**src/elevator_car_controller_top_assert.svh**
```systemverilog
// Assertion macros for the elevator car controller.
`ifndef ELEVATOR_CAR_CONTROLLER_TOP_ASSERT_SVH
`define ELEVATOR_CAR_CONTROLLER_TOP_ASSERT_SVH

// Same-cycle implication, checked out of reset.
`define ECC_ASSERT_NOW(label, ante, cons, msg) \
  label: assert property (@(posedge clk) disable iff (rst) (ante) |-> (cons)) \
    else $error(msg);

// Next-cycle implication, checked out of reset.
`define ECC_ASSERT_NEXT(label, ante, cons, msg) \
  label: assert property (@(posedge clk) disable iff (rst) (ante) |=> (cons)) \
    else $error(msg);

`endif

```
**src/ecc_pkg.sv**
```systemverilog
// Package: types, codes and helpers for the elevator car controller.
package ecc_pkg;

  localparam int FLOORS      = 4;
  localparam int FLOOR_W     = 3;
  localparam int REMOTE_W    = 4;
  localparam int MASK_W      = 4;
  localparam int HOLD_W      = 16;
  localparam int STATE_W     = 3;
  localparam int IN_DATA_W   = 16;
  localparam int OUT_DATA_W  = 16;

  localparam logic [HOLD_W-1:0]  DOOR_HOLD_RESET = HOLD_W'(40);
  localparam logic [FLOOR_W-1:0] FLOOR_RESET     = FLOOR_W'(4);

  // Car state codes as seen on the result stream.
  localparam logic [STATE_W-1:0] CODE_IDLE  = 3'd0;
  localparam logic [STATE_W-1:0] CODE_UP    = 3'd1;
  localparam logic [STATE_W-1:0] CODE_DOWN  = 3'd2;
  localparam logic [STATE_W-1:0] CODE_OPEN  = 3'd3;
  localparam logic [STATE_W-1:0] CODE_EMERG = 3'd4;

  typedef enum logic [4:0] {
    MODE_IDLE  = 5'b00001,
    MODE_UP    = 5'b00010,
    MODE_DOWN  = 5'b00100,
    MODE_OPEN  = 5'b01000,
    MODE_EMERG = 5'b10000
  } mode_t;

  // One-hot mask for a floor number; zero when outside 1..FLOORS.
  function automatic logic [MASK_W-1:0] floor_onehot(input logic [REMOTE_W-1:0] f);
    logic [MASK_W-1:0] m;
    m = '0;
    for (int i = 0; i < FLOORS; i++) begin
      m[i] = (f == REMOTE_W'(i + 1));
    end
    return m;
  endfunction

endpackage

```
**src/elevator_car_controller_top.sv**
```systemverilog
// Top level: elevator car controller, one scheduler tick in, one status result out.
//
//  channel   dir  fields (lowest bit first)
//  s_axis    in   emergency, sensed_floor, remote_valid, remote_floor, cabin_requests
//  m_axis    out  car_state, car_floor, door_is_open, motor_running, pending_mask
//  cfg       in   door_hold_ticks (write only, no handshake)
//
// Each tick is registered on input, evaluated combinationally against the car state,
// and lands in the output register; one tick per cycle is sustained while m_axis is
// ready. The input register refills while the output register is taken. A stalled
// m_axis holds the result and backs up into s_axis only when both registers are
// full. rst is synchronous: state returns to idle at the top floor, hold to 40.
module elevator_car_controller_top
  import ecc_pkg::*;
(
  input  logic                  clk,
  input  logic                  rst,
  input  logic                  s_axis_tvalid,
  output logic                  s_axis_tready,
  // [0] emergency, [3:1] sensed_floor, [4] remote_valid, [8:5] remote_floor,
  // [12:9] cabin_requests, [15:13] zero
  input  logic [IN_DATA_W-1:0]  s_axis_tdata,
  output logic                  m_axis_tvalid,
  input  logic                  m_axis_tready,
  // [2:0] car_state, [5:3] car_floor, [6] door_is_open, [7] motor_running,
  // [11:8] pending_mask, [15:12] zero
  output logic [OUT_DATA_W-1:0] m_axis_tdata,
  input  logic                  cfg_wr_en,
  input  logic [HOLD_W-1:0]     cfg_wr_data
);

  // Configuration register.
  logic [HOLD_W-1:0] door_hold_ticks;

  // Input register.
  logic                 in_valid;
  logic                 in_emergency;
  logic [FLOOR_W-1:0]   in_sensed;
  logic                 in_rvalid;
  logic [REMOTE_W-1:0]  in_rfloor;
  logic [MASK_W-1:0]    in_cabin;

  // Car state.
  mode_t                mode, mode_next;
  logic [FLOOR_W-1:0]   floor_now, floor_now_next;
  logic [MASK_W-1:0]    pending, pending_next;
  logic [HOLD_W-1:0]    door_count, door_count_next;
  logic                 door_flag, door_flag_next;
  logic                 motor_flag, motor_flag_next;

  // Output register.
  logic                 out_valid;
  logic [OUT_DATA_W-1:0] out_data;

  logic                 advance;
  logic [MASK_W-1:0]    merged;
  logic [MASK_W-1:0]    here_mask;
  logic                 hit;
  logic [FLOOR_W-1:0]   low_floor;
  logic [HOLD_W-1:0]    count_inc;
  logic [STATE_W-1:0]   state_code;

  assign advance       = in_valid && (!out_valid || m_axis_tready);
  assign s_axis_tready = !in_valid || advance;
  assign m_axis_tvalid = out_valid;
  assign m_axis_tdata  = out_data;

  always_ff @(posedge clk) begin
    if (rst) begin
      door_hold_ticks <= DOOR_HOLD_RESET;
    end else if (cfg_wr_en) begin
      door_hold_ticks <= cfg_wr_data;
    end
  end

  // Capture a tick whenever the input register is free or drains this cycle.
  always_ff @(posedge clk) begin
    if (rst) begin
      in_valid <= 1'b0;
    end else if (s_axis_tready) begin
      in_valid <= s_axis_tvalid;
    end
  end

  always_ff @(posedge clk) begin
    if (s_axis_tvalid && s_axis_tready) begin
      in_emergency <= s_axis_tdata[0];
      in_sensed    <= s_axis_tdata[3:1];
      in_rvalid    <= s_axis_tdata[4];
      in_rfloor    <= s_axis_tdata[8:5];
      in_cabin     <= s_axis_tdata[12:9];
    end
  end

  // Merge requests: a valid remote floor, then the cabin buttons.
  assign merged = pending
                | (in_rvalid ? floor_onehot(in_rfloor) : '0)
                | (in_cabin & MASK_W'((1 << FLOORS) - 1));

  // Pending bit of the sensed floor, if it is a real floor.
  assign here_mask = floor_onehot(REMOTE_W'(in_sensed)) & merged;

  // Lowest pending floor.
  always_comb begin
    hit       = 1'b0;
    low_floor = '0;
    for (int f = FLOORS; f >= 1; f--) begin
      if (merged[f-1]) begin
        hit       = 1'b1;
        low_floor = FLOOR_W'(f);
      end
    end
  end

  assign count_inc = door_count + HOLD_W'(1);

  always_comb begin
    mode_next       = mode;
    floor_now_next  = floor_now;
    pending_next    = merged;
    door_count_next = door_count;
    door_flag_next  = door_flag;
    motor_flag_next = motor_flag;
    if (in_emergency) begin
      // Latch the emergency; keep floor and doors as they are.
      mode_next       = MODE_EMERG;
      motor_flag_next = 1'b0;
    end else begin
      floor_now_next = in_sensed;
      case (mode)
        MODE_IDLE: begin
          if (hit) begin
            if (low_floor == in_sensed) begin
              pending_next    = merged & ~here_mask;
              mode_next       = MODE_OPEN;
              door_count_next = '0;
            end else if (low_floor > in_sensed) begin
              mode_next       = MODE_UP;
              motor_flag_next = 1'b1;
            end else begin
              mode_next       = MODE_DOWN;
              motor_flag_next = 1'b1;
            end
          end
        end
        MODE_UP, MODE_DOWN: begin
          // Stop at any pending floor passed on the way.
          if (|here_mask) begin
            pending_next    = merged & ~here_mask;
            motor_flag_next = 1'b0;
            mode_next       = MODE_OPEN;
            door_count_next = '0;
          end
        end
        MODE_OPEN: begin
          door_count_next = count_inc;
          door_flag_next  = 1'b1;
          if (count_inc >= door_hold_ticks) begin
            door_flag_next = 1'b0;
            mode_next      = MODE_IDLE;
          end
        end
        default: begin
          // Emergency holds until reset.
        end
      endcase
    end
  end

  always_ff @(posedge clk) begin
    if (rst) begin
      mode       <= MODE_IDLE;
      floor_now  <= FLOOR_RESET;
      pending    <= '0;
      door_count <= '0;
      door_flag  <= 1'b0;
      motor_flag <= 1'b0;
    end else if (advance) begin
      mode       <= mode_next;
      floor_now  <= floor_now_next;
      pending    <= pending_next;
      door_count <= door_count_next;
      door_flag  <= door_flag_next;
      motor_flag <= motor_flag_next;
    end
  end

  always_comb begin
    case (mode_next)
      MODE_IDLE:  state_code = CODE_IDLE;
      MODE_UP:    state_code = CODE_UP;
      MODE_DOWN:  state_code = CODE_DOWN;
      MODE_OPEN:  state_code = CODE_OPEN;
      MODE_EMERG: state_code = CODE_EMERG;
      default:    state_code = CODE_EMERG;
    endcase
  end

  // Hold the result until the downstream side takes it.
  always_ff @(posedge clk) begin
    if (rst) begin
      out_valid <= 1'b0;
    end else if (advance) begin
      out_valid <= 1'b1;
    end else if (m_axis_tready) begin
      out_valid <= 1'b0;
    end
  end

  always_ff @(posedge clk) begin
    if (advance) begin
      out_data <= {4'b0000, pending_next, motor_flag_next, door_flag_next,
                   floor_now_next, state_code};
    end
  end

`include "elevator_car_controller_top_assert.svh"

  `ECC_ASSERT_NOW(a_motor_only_moving, motor_flag, (mode == MODE_UP) || (mode == MODE_DOWN), "motor runs outside a travel state")
  `ECC_ASSERT_NOW(a_door_only_open, door_flag, (mode == MODE_OPEN) || (mode == MODE_EMERG), "door flag set outside door or emergency state")
  `ECC_ASSERT_NEXT(a_emerg_latched, mode == MODE_EMERG, mode == MODE_EMERG, "emergency state left without reset")
  `ECC_ASSERT_NEXT(a_advance_result, advance, m_axis_tvalid, "evaluated tick produced no result")

endmodule

```
**config.mk**
```make
export PLATFORM = sky130hd
export DESIGN_NAME = elevator_car_controller_top
export DESIGN_NICKNAME = d
export VERILOG_FILES = /design/src/ecc_pkg.sv /design/src/elevator_car_controller_top.sv
export VERILOG_INCLUDE_DIRS = /design/src /design/src/src
export SDC_FILE = /design/constraint.sdc
export NUM_CORES = 1
export LEC_CHECK = 0
export BUFFER_PORTS_ARGS = -buffer_cell sky130_fd_sc_hd__buf_2
export CORE_ASPECT_RATIO = 0.75
export CORE_MARGIN = 2
export CORE_UTILIZATION = 54
export CTS_BUF_LIST = sky130_fd_sc_hd__clkbuf_2 sky130_fd_sc_hd__clkbuf_4 sky130_fd_sc_hd__clkbuf_8
export CTS_CLUSTER_DIAMETER = 100
export DETAILED_ROUTE_END_ITERATION = 10
export PLACE_DENSITY_LB_ADDON = 0.2
export SYNTH_ARGS = -nofsm -noshare
export SYNTH_HDL_FRONTEND = slang
export SYNTH_SLANG_ARGS = --single-unit
```
**constraint.sdc**
```tcl
create_clock -name clk -period 3.3 [get_ports clk]
set_input_delay 0.495 -clock clk [delete_from_list [all_inputs] [get_ports clk]]
set_output_delay 0.495 -clock clk [all_outputs]
set_load 0.05 [all_outputs]
```
==> results.tsv, run 1 <==
stage	metric	value	unit
global_routing	grt.busiest_layer	met1	
status	status	finished, violations left	
power_and_ir_drop	power_density	435	nW/µm²
routing	initialDrtViolationCount	182	
final_layout	fin_util	70.1	%
power_and_ir_drop	p_seq_share	47.2	%
final_layout	ff_latch_area	1720	µm²
global_routing	grt_usage	24.7	%
placement	post-place-ws	-0.366	ns
die	rows	26	
routing	drc_errors	0	
sta	fin_crit	3.47	ns
worst_setup_path	max_stage_delay	0.37	ns
sta	final_max_slew_viol_count	0	
power_and_ir_drop	p_int	1.52	mW
synthesis	synth_common_cells	nor2_1 (53), nand2_1 (49), dfxtp_1 (48)	
synthesis	ys_dominant_reg_cell	dfxtp_1	
sta	min_period_over_period	105	%
worst_setup_path	critPathTopFamily	simple AND/OR/NAND/NOR gates	
global_routing	antenna_found_initial	0	
worst_setup_path	start_kind	flip-flop	
synthesis	yosysUniqueCellTypes	63	
routing	vias_per_cell	5.44	
placement	dp_hpwl	6420	µm
final_layout	num-nets-final	554	
clocking	cts_hold_buffers	0	
sta	slew_headroom	41.8	%
routing	wl_per_cell	15.3	µm
global_routing	use_met3	5.16	%
worst_setup_path	timing.critical_path.mode_cell	and3_4	
placement	gp_congestion	0.863	
global_routing	grt_use_met2	36.2	%
routing	antenna_left	0	
sta	hold_viol	0	
synthesis	netlist_instances	426	
worst_setup_path	path_buf_inv	0	
sta	setup_violations	4	
synthesis	synthTopCellsByArea	dfxtp_1 (24%), edfxtp_1 (19%), ha_1 (6.3%)	
clocking	cts_made_buffers	9	
synthesis	ys_ff_latch	73	
die	die_y	78.1	µm
clocking	cts_root_buf	clkbuf_8	
final_layout	multiInputGateArea	2230	µm²
worst_setup_path	path_cells	and3_4 -> and3_4 -> and3_4 -> and3_4 -> xor2_1 -> ha_1 -> a21oi_2 -> o21ai_2 -> a221oi_2 -> nand3_2 -> a32o_2 -> nand2_1 -> or3b_1 -> a31o_1	
worst_setup_path	worstPathRequired	3.43	ns
sta	worst_clock_skew	0.00746	ns
power_and_ir_drop	swShare	28.4	%
worst_setup_path	rr_worst_depth	14	
clocking	ctsLongestPathBuffers	2	
worst_setup_path	critPathSlowestCell	dfxtp_4	
final_layout	n_fill_cell	558	
clocking	htree_levels	3	
power_and_ir_drop	peakVddDrop	323	µV
routing	wl	9210	µm
sta	worst_slack	-0.171	ns
power_and_ir_drop	power.net_switching	0.603	mW
synthesis	ys_seq_area_share	43.3	%
sta	rsz0062_at_grt	true	
routing	dr.pass1.iters	4	
sta	tightestPinTransition	0.873	ns
min_path	hold_depth	1	
global_routing	grt_max_degree	46	
global_routing	grt_pass1_vias	3089	
worst_setup_path	path_depth	14	
synthesis	avgSynthCellArea	9.29	µm²
power_and_ir_drop	combPwrFrac	15.7	%
synthesis	synth_enable_flop_cells	25	
clocking	numClockSinks	73	
synthesis	yosysTopAreaCellShare	24.3	%
final_layout	final_layout_size_suffix_gt1_share	28.3	%
flow_run	max_cap_viol_count	0	
worst_setup_path	r2r_slack	-0.17	ns
min_path	holdCritPathClass	input port to flip-flop	
die	start_util	56.8	%
synthesis	synth_top_cell_by_area	dfxtp_1	
synthesis	ys_async_sr_fraction	0	%
die	fp.dieArea	8040	µm²
final_layout	syn2layout_area_growth	23.3	%
power_and_ir_drop	leakage	2.14	nW
die	core_area	6960	µm²
worst_setup_path	critical_path.max_fanout	4	
routing	num_vias	3264	
worst_setup_path	worstSetupPathType	flip-flop to flip-flop	
sta	fmax	0.288	GHz
global_routing	use_met1	36.2	%
global_routing	grt_pass1_wl	15100	µm
synthesis	netlist_area	3960	µm²
clocking	cts_tree	done	
clocking	clk_latency	0.37	ns
clocking	clk_pin_slew	0.08	ns
worst_setup_path	arrival	3.60	ns
placement	port_buffers	47	
die	pin_count	55	
status	violations	setup timing	
sta	holdWs	0.297	ns
die	die_w	103	µm
final_layout	antenna_cells	0	
worst_setup_path	cp-end-kind	flip-flop	
synthesis	synth_warnings	0	
synthesis	synth_most_common_cell	nor2_1	
global_routing	grt_overflow_total	0	
power_and_ir_drop	p_clk_share	37.1	%
-- path summary, 6_finish.rpt --
kind / endpoint / startpoint
max: m_axis_tdata[2] / door_count[0]
min: in_rfloor[0] / s_axis_tdata[5]
min reg2reg: door_flag / door_flag
max reg2reg: m_axis_tdata[2] / door_count[0]
-- logic make-up after synthesis --
kind of cell | count (synthesis) | synth area share [%]
and+or+nand+nor | 172 | 22.8
muxes | 16 | 4.08
buffers and inverters | 47 | 5.31
xor gates and xnor gates | 17 | 4.14
AOI/OAI and AO/OA | 80 | 14.0
other | 1 | 0.0948
adders and majority gates | 20 | 6.32
DFF | 73 | 43.3
-- repair_timing --
action | in CTS | in global routing
setup endpoints to repair | 5 | 6
pin swaps | 11 | 9
buffers inserted | 2 | 2
gates resized for setup | 14 | 10
-- power groups by stage --
stage	logic, mW	registers (mW)	clock network, mW
final	0.334	1.00	0.788
after global routing	0.366	1.01	0.834
after floorplan	0.206	1.05	0
after detailed placement	0.321	1.02	0
after global placement	0.309	1.02	0
after CTS	0.325	1.00	0.800
-- layer usage --
metal / part of all wire, % / vias up
li1: - / 1618
met1: 49 / 1512
met2: 43 / 120
met3: 6.4 / 14
met4: 1.5 / 0
met5: 0 / -
-- flip-flops by register name, indices dropped and copies added, names as in the netlist --
signal	cells
motor_flag	1
mode	5
door_count	16
in_emergency	1
in_rfloor	4
floor_now	3
in_rvalid	1
door_flag	1
in_valid	1
m_axis_tdata	12
pending	4
door_hold_ticks	16
in_sensed	3
in_cabin	4
m_axis_tvalid	1
-- per-stage QoR --
stage | instances | cell area [µm²] | TNS [ns] | power, mW
after detailed placement | 580 | 4490 | -0.939 | 1.34
after floorplan | 429 | 4010 | -0.165 | 1.25
after CTS | 598 | 4790 | -0.362 | 2.13
after global routing | 600 | 4880 | -1.15 | 2.21
final | 600 | 4880 | -0.455 | 2.12
after global placement | 580 | 4490 | -0.524 | 1.33
-- placed cells by master, fill, tap and decap left out, types with 3 or more instances in the layout --
| cell | n |
|---|---|
| xnor2_2 | 4 |
| a31o_1 | 3 |
| nor2_1 | 53 |
| o21a_1 | 4 |
| nor3_1 | 4 |
| o21ai_0 | 13 |
| nand4_1 | 5 |
| edfxtp_1 | 25 |
| nand3_4 | 3 |
| nand3b_1 | 9 |
| dfxtp_1 | 45 |
| mux2i_1 | 15 |
| nor2b_1 | 7 |
| o21ai_1 | 5 |
| a21oi_1 | 29 |
| nand2b_1 | 3 |
| ha_4 | 3 |
| nand2_1 | 49 |
| ha_1 | 17 |
| clkbuf_8 | 9 |
| buf_4 | 33 |
| conb_1 | 4 |
| buf_2 | 47 |
| nand3_2 | 3 |
| xor2_1 | 11 |
| and3_1 | 4 |
| inv_1 | 22 |
| and3_4 | 7 |
| nand3_1 | 8 |
-- cell type report --
class / instances / area share, %
clock buffers: 9 / 2.54
clock inverters: 7 / 1.95
inverters: 23 / 1.77
multi-input cells: 309 / 45.7
flip-flops and latches: 73 / 35.2
well taps: 98 / 2.51
repair buffers: 81 / 10.3
Note: power is estimated with default switching activity, not from simulation.
==> run 2, diff against run 1 <==
Settings changed: CELL_PAD_IN_SITES_DETAIL_PLACEMENT set to 1, CELL_PAD_IN_SITES_GLOBAL_PLACEMENT set to 2, CORE_UTILIZATION 54 to 33.
==> results.tsv, run 2 (synthesis results as in run 1) <==
stage	metric	value	unit
clocking	clk_latency	0.35	ns
sta	worst_slack	-0.184	ns
sta	worst_clock_skew	0.00570	ns
worst_setup_path	worstPathRequired	3.41	ns
sta	slew_headroom	51.5	%
final_layout	syn2layout_area_growth	26.6	%
final_layout	final_cell_mix	nor2_1 (53), nand2_1 (49), buf_2 (47), dfxtp_1 (45), buf_4 (38)	
die	core_area	11700	µm²
sta	setup_violations	3	
clocking	htree_levels	3	
sta	rsz0062_at_grt	true	
clocking	cts_root_buf	clkbuf_8	
global_routing	antenna_found_initial	0	
global_routing	grt_overflow_total	0	
final_layout	fin_cells	669	
worst_setup_path	path_buf_inv	0	
placement	post-place-ws	-0.356	ns
routing	antenna_left	0	
routing	wl	10700	µm
worst_setup_path	critPathTopFamily	simple AND/OR/NAND/NOR gates	
sta	final_max_slew_viol_count	0	
power_and_ir_drop	leakage	2.16	nW
routing	vias_per_cell	4.87	
placement	dp.cells	646	
min_path	hold_depth	1	
sta	fmax	0.287	GHz
placement	placed_area	4580	µm²
final_layout	antenna_cells	0	
final_layout	layout_commonest_cell	nor2_1	
final_layout	num-nets-final	559	
sta	tightestPinTransition	0.728	ns
status	status	finished, violations left	
worst_setup_path	path_depth	14	
die	rows	34	
clocking	clk_pin_slew	0.08	ns
clocking	cts_hold_buffers	0	
worst_setup_path	max_stage_delay	0.37	ns
worst_setup_path	arrival	3.59	ns
global_routing	grt_pass1_vias	3383	
die	pin_count	55	
sta	fin_crit	3.48	ns
final_layout	final_layout_size_suffix_gt1_share	29.2	%
placement	port_buffers	47	
global_routing	grt_max_degree	35	
die	fp.dieArea	12900	µm²
worst_setup_path	start_kind	flip-flop	
die	start_util	34.0	%
global_routing	grt_usage	17.6	%
sta	hold_viol	0	
routing	dr.pass1.iters	4	
placement	gp_congestion	0.838	
flow_run	max_cap_viol_count	0	
power_and_ir_drop	peakVddDrop	266	µV
final_layout	stdcell_area	5010	µm²
placement	dp_hpwl	7810	µm
final_layout	fin_util	43.0	%
worst_setup_path	timing.critical_path.mode_cell	and3_4	
routing	wl_per_cell	16.0	µm
sta	min_period_over_period	106	%
clocking	cts_made_buffers	9	
worst_setup_path	critical_path.max_fanout	5	
clocking	ctsLongestPathBuffers	2	
routing	initialDrtViolationCount	116	
clocking	cts_tree	done	
routing	num_vias	3257	
worst_setup_path	rr_worst_depth	14	
clocking	numClockSinks	73	
worst_setup_path	critPathSlowestCell	dfxtp_4	
power_and_ir_drop	power_density	423	nW/µm²
worst_setup_path	path_cells	and3_4 -> and3_4 -> and3_4 -> and3_4 -> nand3_4 -> xnor2_4 -> ha_4 -> and4_1 -> a221oi_2 -> nand3_2 -> a32o_2 -> nand2_1 -> or3b_4 -> a31o_1	
die	die_w	130	µm
routing	drc_errors	0	
worst_setup_path	cp-end-kind	flip-flop	
die	die_y	98.8	µm
min_path	holdCritPathClass	input port to flip-flop	
global_routing	grt_pass1_wl	17300	µm
status	violations	setup timing	
worst_setup_path	worstSetupPathType	flip-flop to flip-flop	
[run 2: per-stage QoR]
| stage | TNS, ns | total power, mW | hold WS, ns |
|---|---|---|---|
| 3_5_place_dp | -0.849 | 1.35 | 0.450 |
| 4_1_cts | -0.177 | 2.15 | 0.303 |
| 2_1_floorplan | -0.165 | 1.25 | 0.433 |
| 5_1_grt | -0.998 | 2.23 | 0.302 |
| 6_report | -0.377 | 2.12 | 0.320 |
| 3_3_place_gp | -0.650 | 1.34 | 0.440 |
[run 2: timing repair]
| action | in CTS | in global routing |
|---|---|---|
| buffers inserted | 2 | 5 |
| endpoints found under the setup margin | 5 | 6 |
| pin swaps | 7 | 20 |
| resized for setup | 9 | 17 |
| endpoints found under the hold margin | 0 | 0 |
[run 2: worst register-to-register path: stages (launching register included)]
cell and delay, ns:
dfxtp_4 0.37, and3_4 0.19, and3_4 0.19, and3_4 0.19, and3_4 0.24, nand3_4 0.11, xnor2_4 0.23, ha_4 0.24
and4_1 0.18, a221oi_2 0.29, nand3_2 0.13, a32o_2 0.28, nand2_1 0.07, or3b_4 0.36, a31o_1 0.18
[run 2: path summary, 6_finish.rpt]
check	from	end	slack, ns
max reg2reg	door_count[1]	m_axis_tdata[2]	-0.18
min reg2reg	door_flag	door_flag	0.46
min	s_axis_tdata[5]	in_rfloor[0]	0.32
max	door_count[1]	m_axis_tdata[2]	-0.18
[run 2: area by class of cell]
cell class,instances,area (µm²)
timing repair buffer,86,541
tap,162,203
clock buffer,10,131
sequential,73,1720
multi-input combinational,309,2250
fill,1402,6650
clock inverter,6,82.6
inverter,23,86.3
[run 2: metal layers]
| layer | track usage (%) | up-vias | wire length, µm |
|---|---|---|---|
| li1 | - | 1625 | - |
| met1 | 26.1 | 1568 | 5720 |
| met2 | 26.2 | 56 | 4510 |
| met3 | 3.96 | 8 | 364 |
| met4 | 3.44 | 0 | 87 |
| met5 | 0 | - | 0 |
[run 2: power breakdown]
group | switching [mW] | internal [mW]
clock network | 0.345 | 0.430
logic | 0.219 | 0.125
registers | 0.0293 | 0.973
==> run 3, diff against run 2 <==
Settings changed: CORE_MARGIN 2 to unset.
==> results.tsv, run 3 (synthesis results as in run 1) <==
stage	metric	value	unit
status	status	finished, violations left	
status	violations	setup timing	
worst_setup_path	timing.rr.end	m_axis_tdata[2]	
sta	rsz0062_at_grt	true	
sta	fmax	0.290	GHz
clocking	clk_pin_slew	0.08	ns
die	rows	34	
sta	final_max_slew_viol_count	0	
worst_setup_path	critPathTopFamily	simple AND/OR/NAND/NOR gates	
routing	dr.pass1.iters	4	
final_layout	final_layout_size_suffix_gt1_share	28.0	%
min_path	hold_depth	1	
die	core_area	11700	µm²
power_and_ir_drop	p_total	2.19	mW
sta	tightestPinTransition	0.692	ns
global_routing	grt_pass1_vias	3321	
worst_setup_path	arrival	3.55	ns
die	die_y	96.8	µm
die	fp.dieArea	12400	µm²
final_layout	antenna_cells	0	
global_routing	antenna_found_initial	0	
placement	gp_congestion	0.793	
routing	wl_per_cell	15.5	µm
worst_setup_path	max_stage_delay	0.36	ns
worst_setup_path	worstReg2RegStart	door_count[0]	
sta	worst_clock_skew	0.00932	ns
clocking	cts_tree	done	
clocking	numClockSinks	73	
worst_setup_path	critPathSlowestCell	dfxtp_2	
sta	slew_headroom	53.8	%
sta	worst_slack	-0.146	ns
power_and_ir_drop	peakVddDrop	226	µV
placement	port_buffers	47	
final_layout	final_cell_mix	nor2_1 (53), nand2_1 (49), buf_2 (47), dfxtp_1 (45), buf_4 (33)	
worst_setup_path	path_buf_inv	0	
power_and_ir_drop	p_int	1.59	mW
global_routing	grt_pass1_wl	17000	µm
worst_setup_path	worstSetupPathType	flip-flop to flip-flop	
routing	vias_per_cell	4.86	
worst_setup_path	cp-end-kind	flip-flop	
routing	drc_errors	0	
clocking	cts_made_buffers	9	
placement	dp_hpwl	7540	µm
worst_setup_path	r2r_slack	-0.15	ns
routing	num_vias	3234	
placement	dp.cells	645	
global_routing	grt_max_degree	34	
clocking	cts_root_buf	clkbuf_8	
min_path	holdCritPathClass	input port to flip-flop	
min_path	hold_end	in_sensed[1]	
final_layout	num-nets-final	556	
sta	setup_violations	3	
clocking	clk_latency	0.36	ns
routing	initialDrtViolationCount	111	
die	die_w	128	µm
clocking	htree_levels	3	
global_routing	grt_usage	17.8	%
worst_setup_path	timing.critical_path.mode_cell	and3_4	
routing	wl	10300	µm
power_and_ir_drop	combPwrFrac	15.5	%
sta	min_period_over_period	104	%
sta	holdWs	0.306	ns
worst_setup_path	start_kind	flip-flop	
worst_setup_path	path_cells	and3_4 -> and3_4 -> and3_4 -> and3_4 -> nand3_4 -> xnor2_2 -> ha_1 -> and4_1 -> a221oi_2 -> nand3_2 -> a32o_2 -> nand2_1 -> or3b_1 -> a31o_1	
power_and_ir_drop	swShare	27.2	%
worst_setup_path	rr_worst_depth	14	
placement	post-place-ws	-0.365	ns
power_and_ir_drop	leakage	2.15	nW
power_and_ir_drop	power_density	438	nW/µm²
die	pin_count	55	
sta	hold_viol	0	
final_layout	layout_commonest_cell	nor2_1	
die	start_util	34.0	%
min_path	min_from	s_axis_tdata[2]	
power_and_ir_drop	power.net_switching	0.595	mW
clocking	ctsLongestPathBuffers	2	
sta	fin_crit	3.45	ns
global_routing	grt_overflow_total	0	
power_and_ir_drop	p_seq_share	45.8	%
worst_setup_path	critical_path.max_fanout	5	
final_layout	fin_cells	666	
power_and_ir_drop	p_clk_share	38.6	%
sta	setup_tns	-0.270	ns
clocking	cts_hold_buffers	0	
final_layout	syn2layout_area_growth	26.1	%
worst_setup_path	worstPathRequired	3.41	ns
routing	antenna_left	0	
flow_run	max_cap_viol_count	0	
==> run 3: what timing repair did <==
item | in CTS | in global routing
endpoints found under the setup margin | 5 | 6
resized for setup | 16 | 10
pin swaps | 6 | 3
buffers inserted | 3 | 2
==> run 3: power groups by stage <==
| stage | combinational, mW | clock [mW] | sequential [mW] |
|---|---|---|---|
| floorplan | 0.206 | 0 | 1.05 |
| global placement | 0.319 | 0 | 1.02 |
| detailed placement | 0.328 | 0 | 1.02 |
| CTS | 0.336 | 0.878 | 1.00 |
| global route | 0.376 | 0.907 | 1.01 |
| finish | 0.340 | 0.844 | 1.00 |
==> run 3: area by class of cell <==
cell class,count,area (µm²)
fill,1394,6670
multi-input combinational,309,2230
sequential,73,1720
timing repair buffer,83,526
tap,162,203
clock buffer,9,124
clock inverter,7,109
inverter,23,86.3
==> run 3: worst reg2reg max path: stages (launching register included) <==
cell	delay [ns]
dfxtp_2	0.36
and3_4	0.20
and3_4	0.19
and3_4	0.20
and3_4	0.25
nand3_4	0.09
xnor2_2	0.16
ha_1	0.31
and4_1	0.21
a221oi_2	0.26
nand3_2	0.13
a32o_2	0.27
nand2_1	0.06
or3b_1	0.35
a31o_1	0.18
==> run 3: how the worst max path moves through the flow <==
stage,slack (ns),from,cells after the start,endpoint
finish,-0.15,door_count[0],14,m_axis_tdata[2]
global route,-0.28,door_count[0],14,m_axis_tdata[2]
CTS,-0.16,door_count[0],14,m_axis_tdata[2]
detailed placement,-0.37,door_count[1],14,m_axis_tdata[2]
global placement,-0.29,door_count[1],14,m_axis_tdata[2]
floorplan,-0.16,door_count[0],16,m_axis_tdata[2]
==> run 3: through the flow <==
stage / cell area, µm² / utilization, %
after global routing: 4990 / 42.8
final: 4990 / 42.8
after floorplan: 4010 / -
after CTS: 4900 / 42.0
after detailed placement: 4580 / 39.3
after global placement: 4580 / 39.3
==> run 3: layer usage <==
layer  part of all wire, %  track usage [%]
met1                    54             26.3
met2                    41             25.6
met3                   4.0             4.26
met4                  0.76             4.34
met5                     0                0
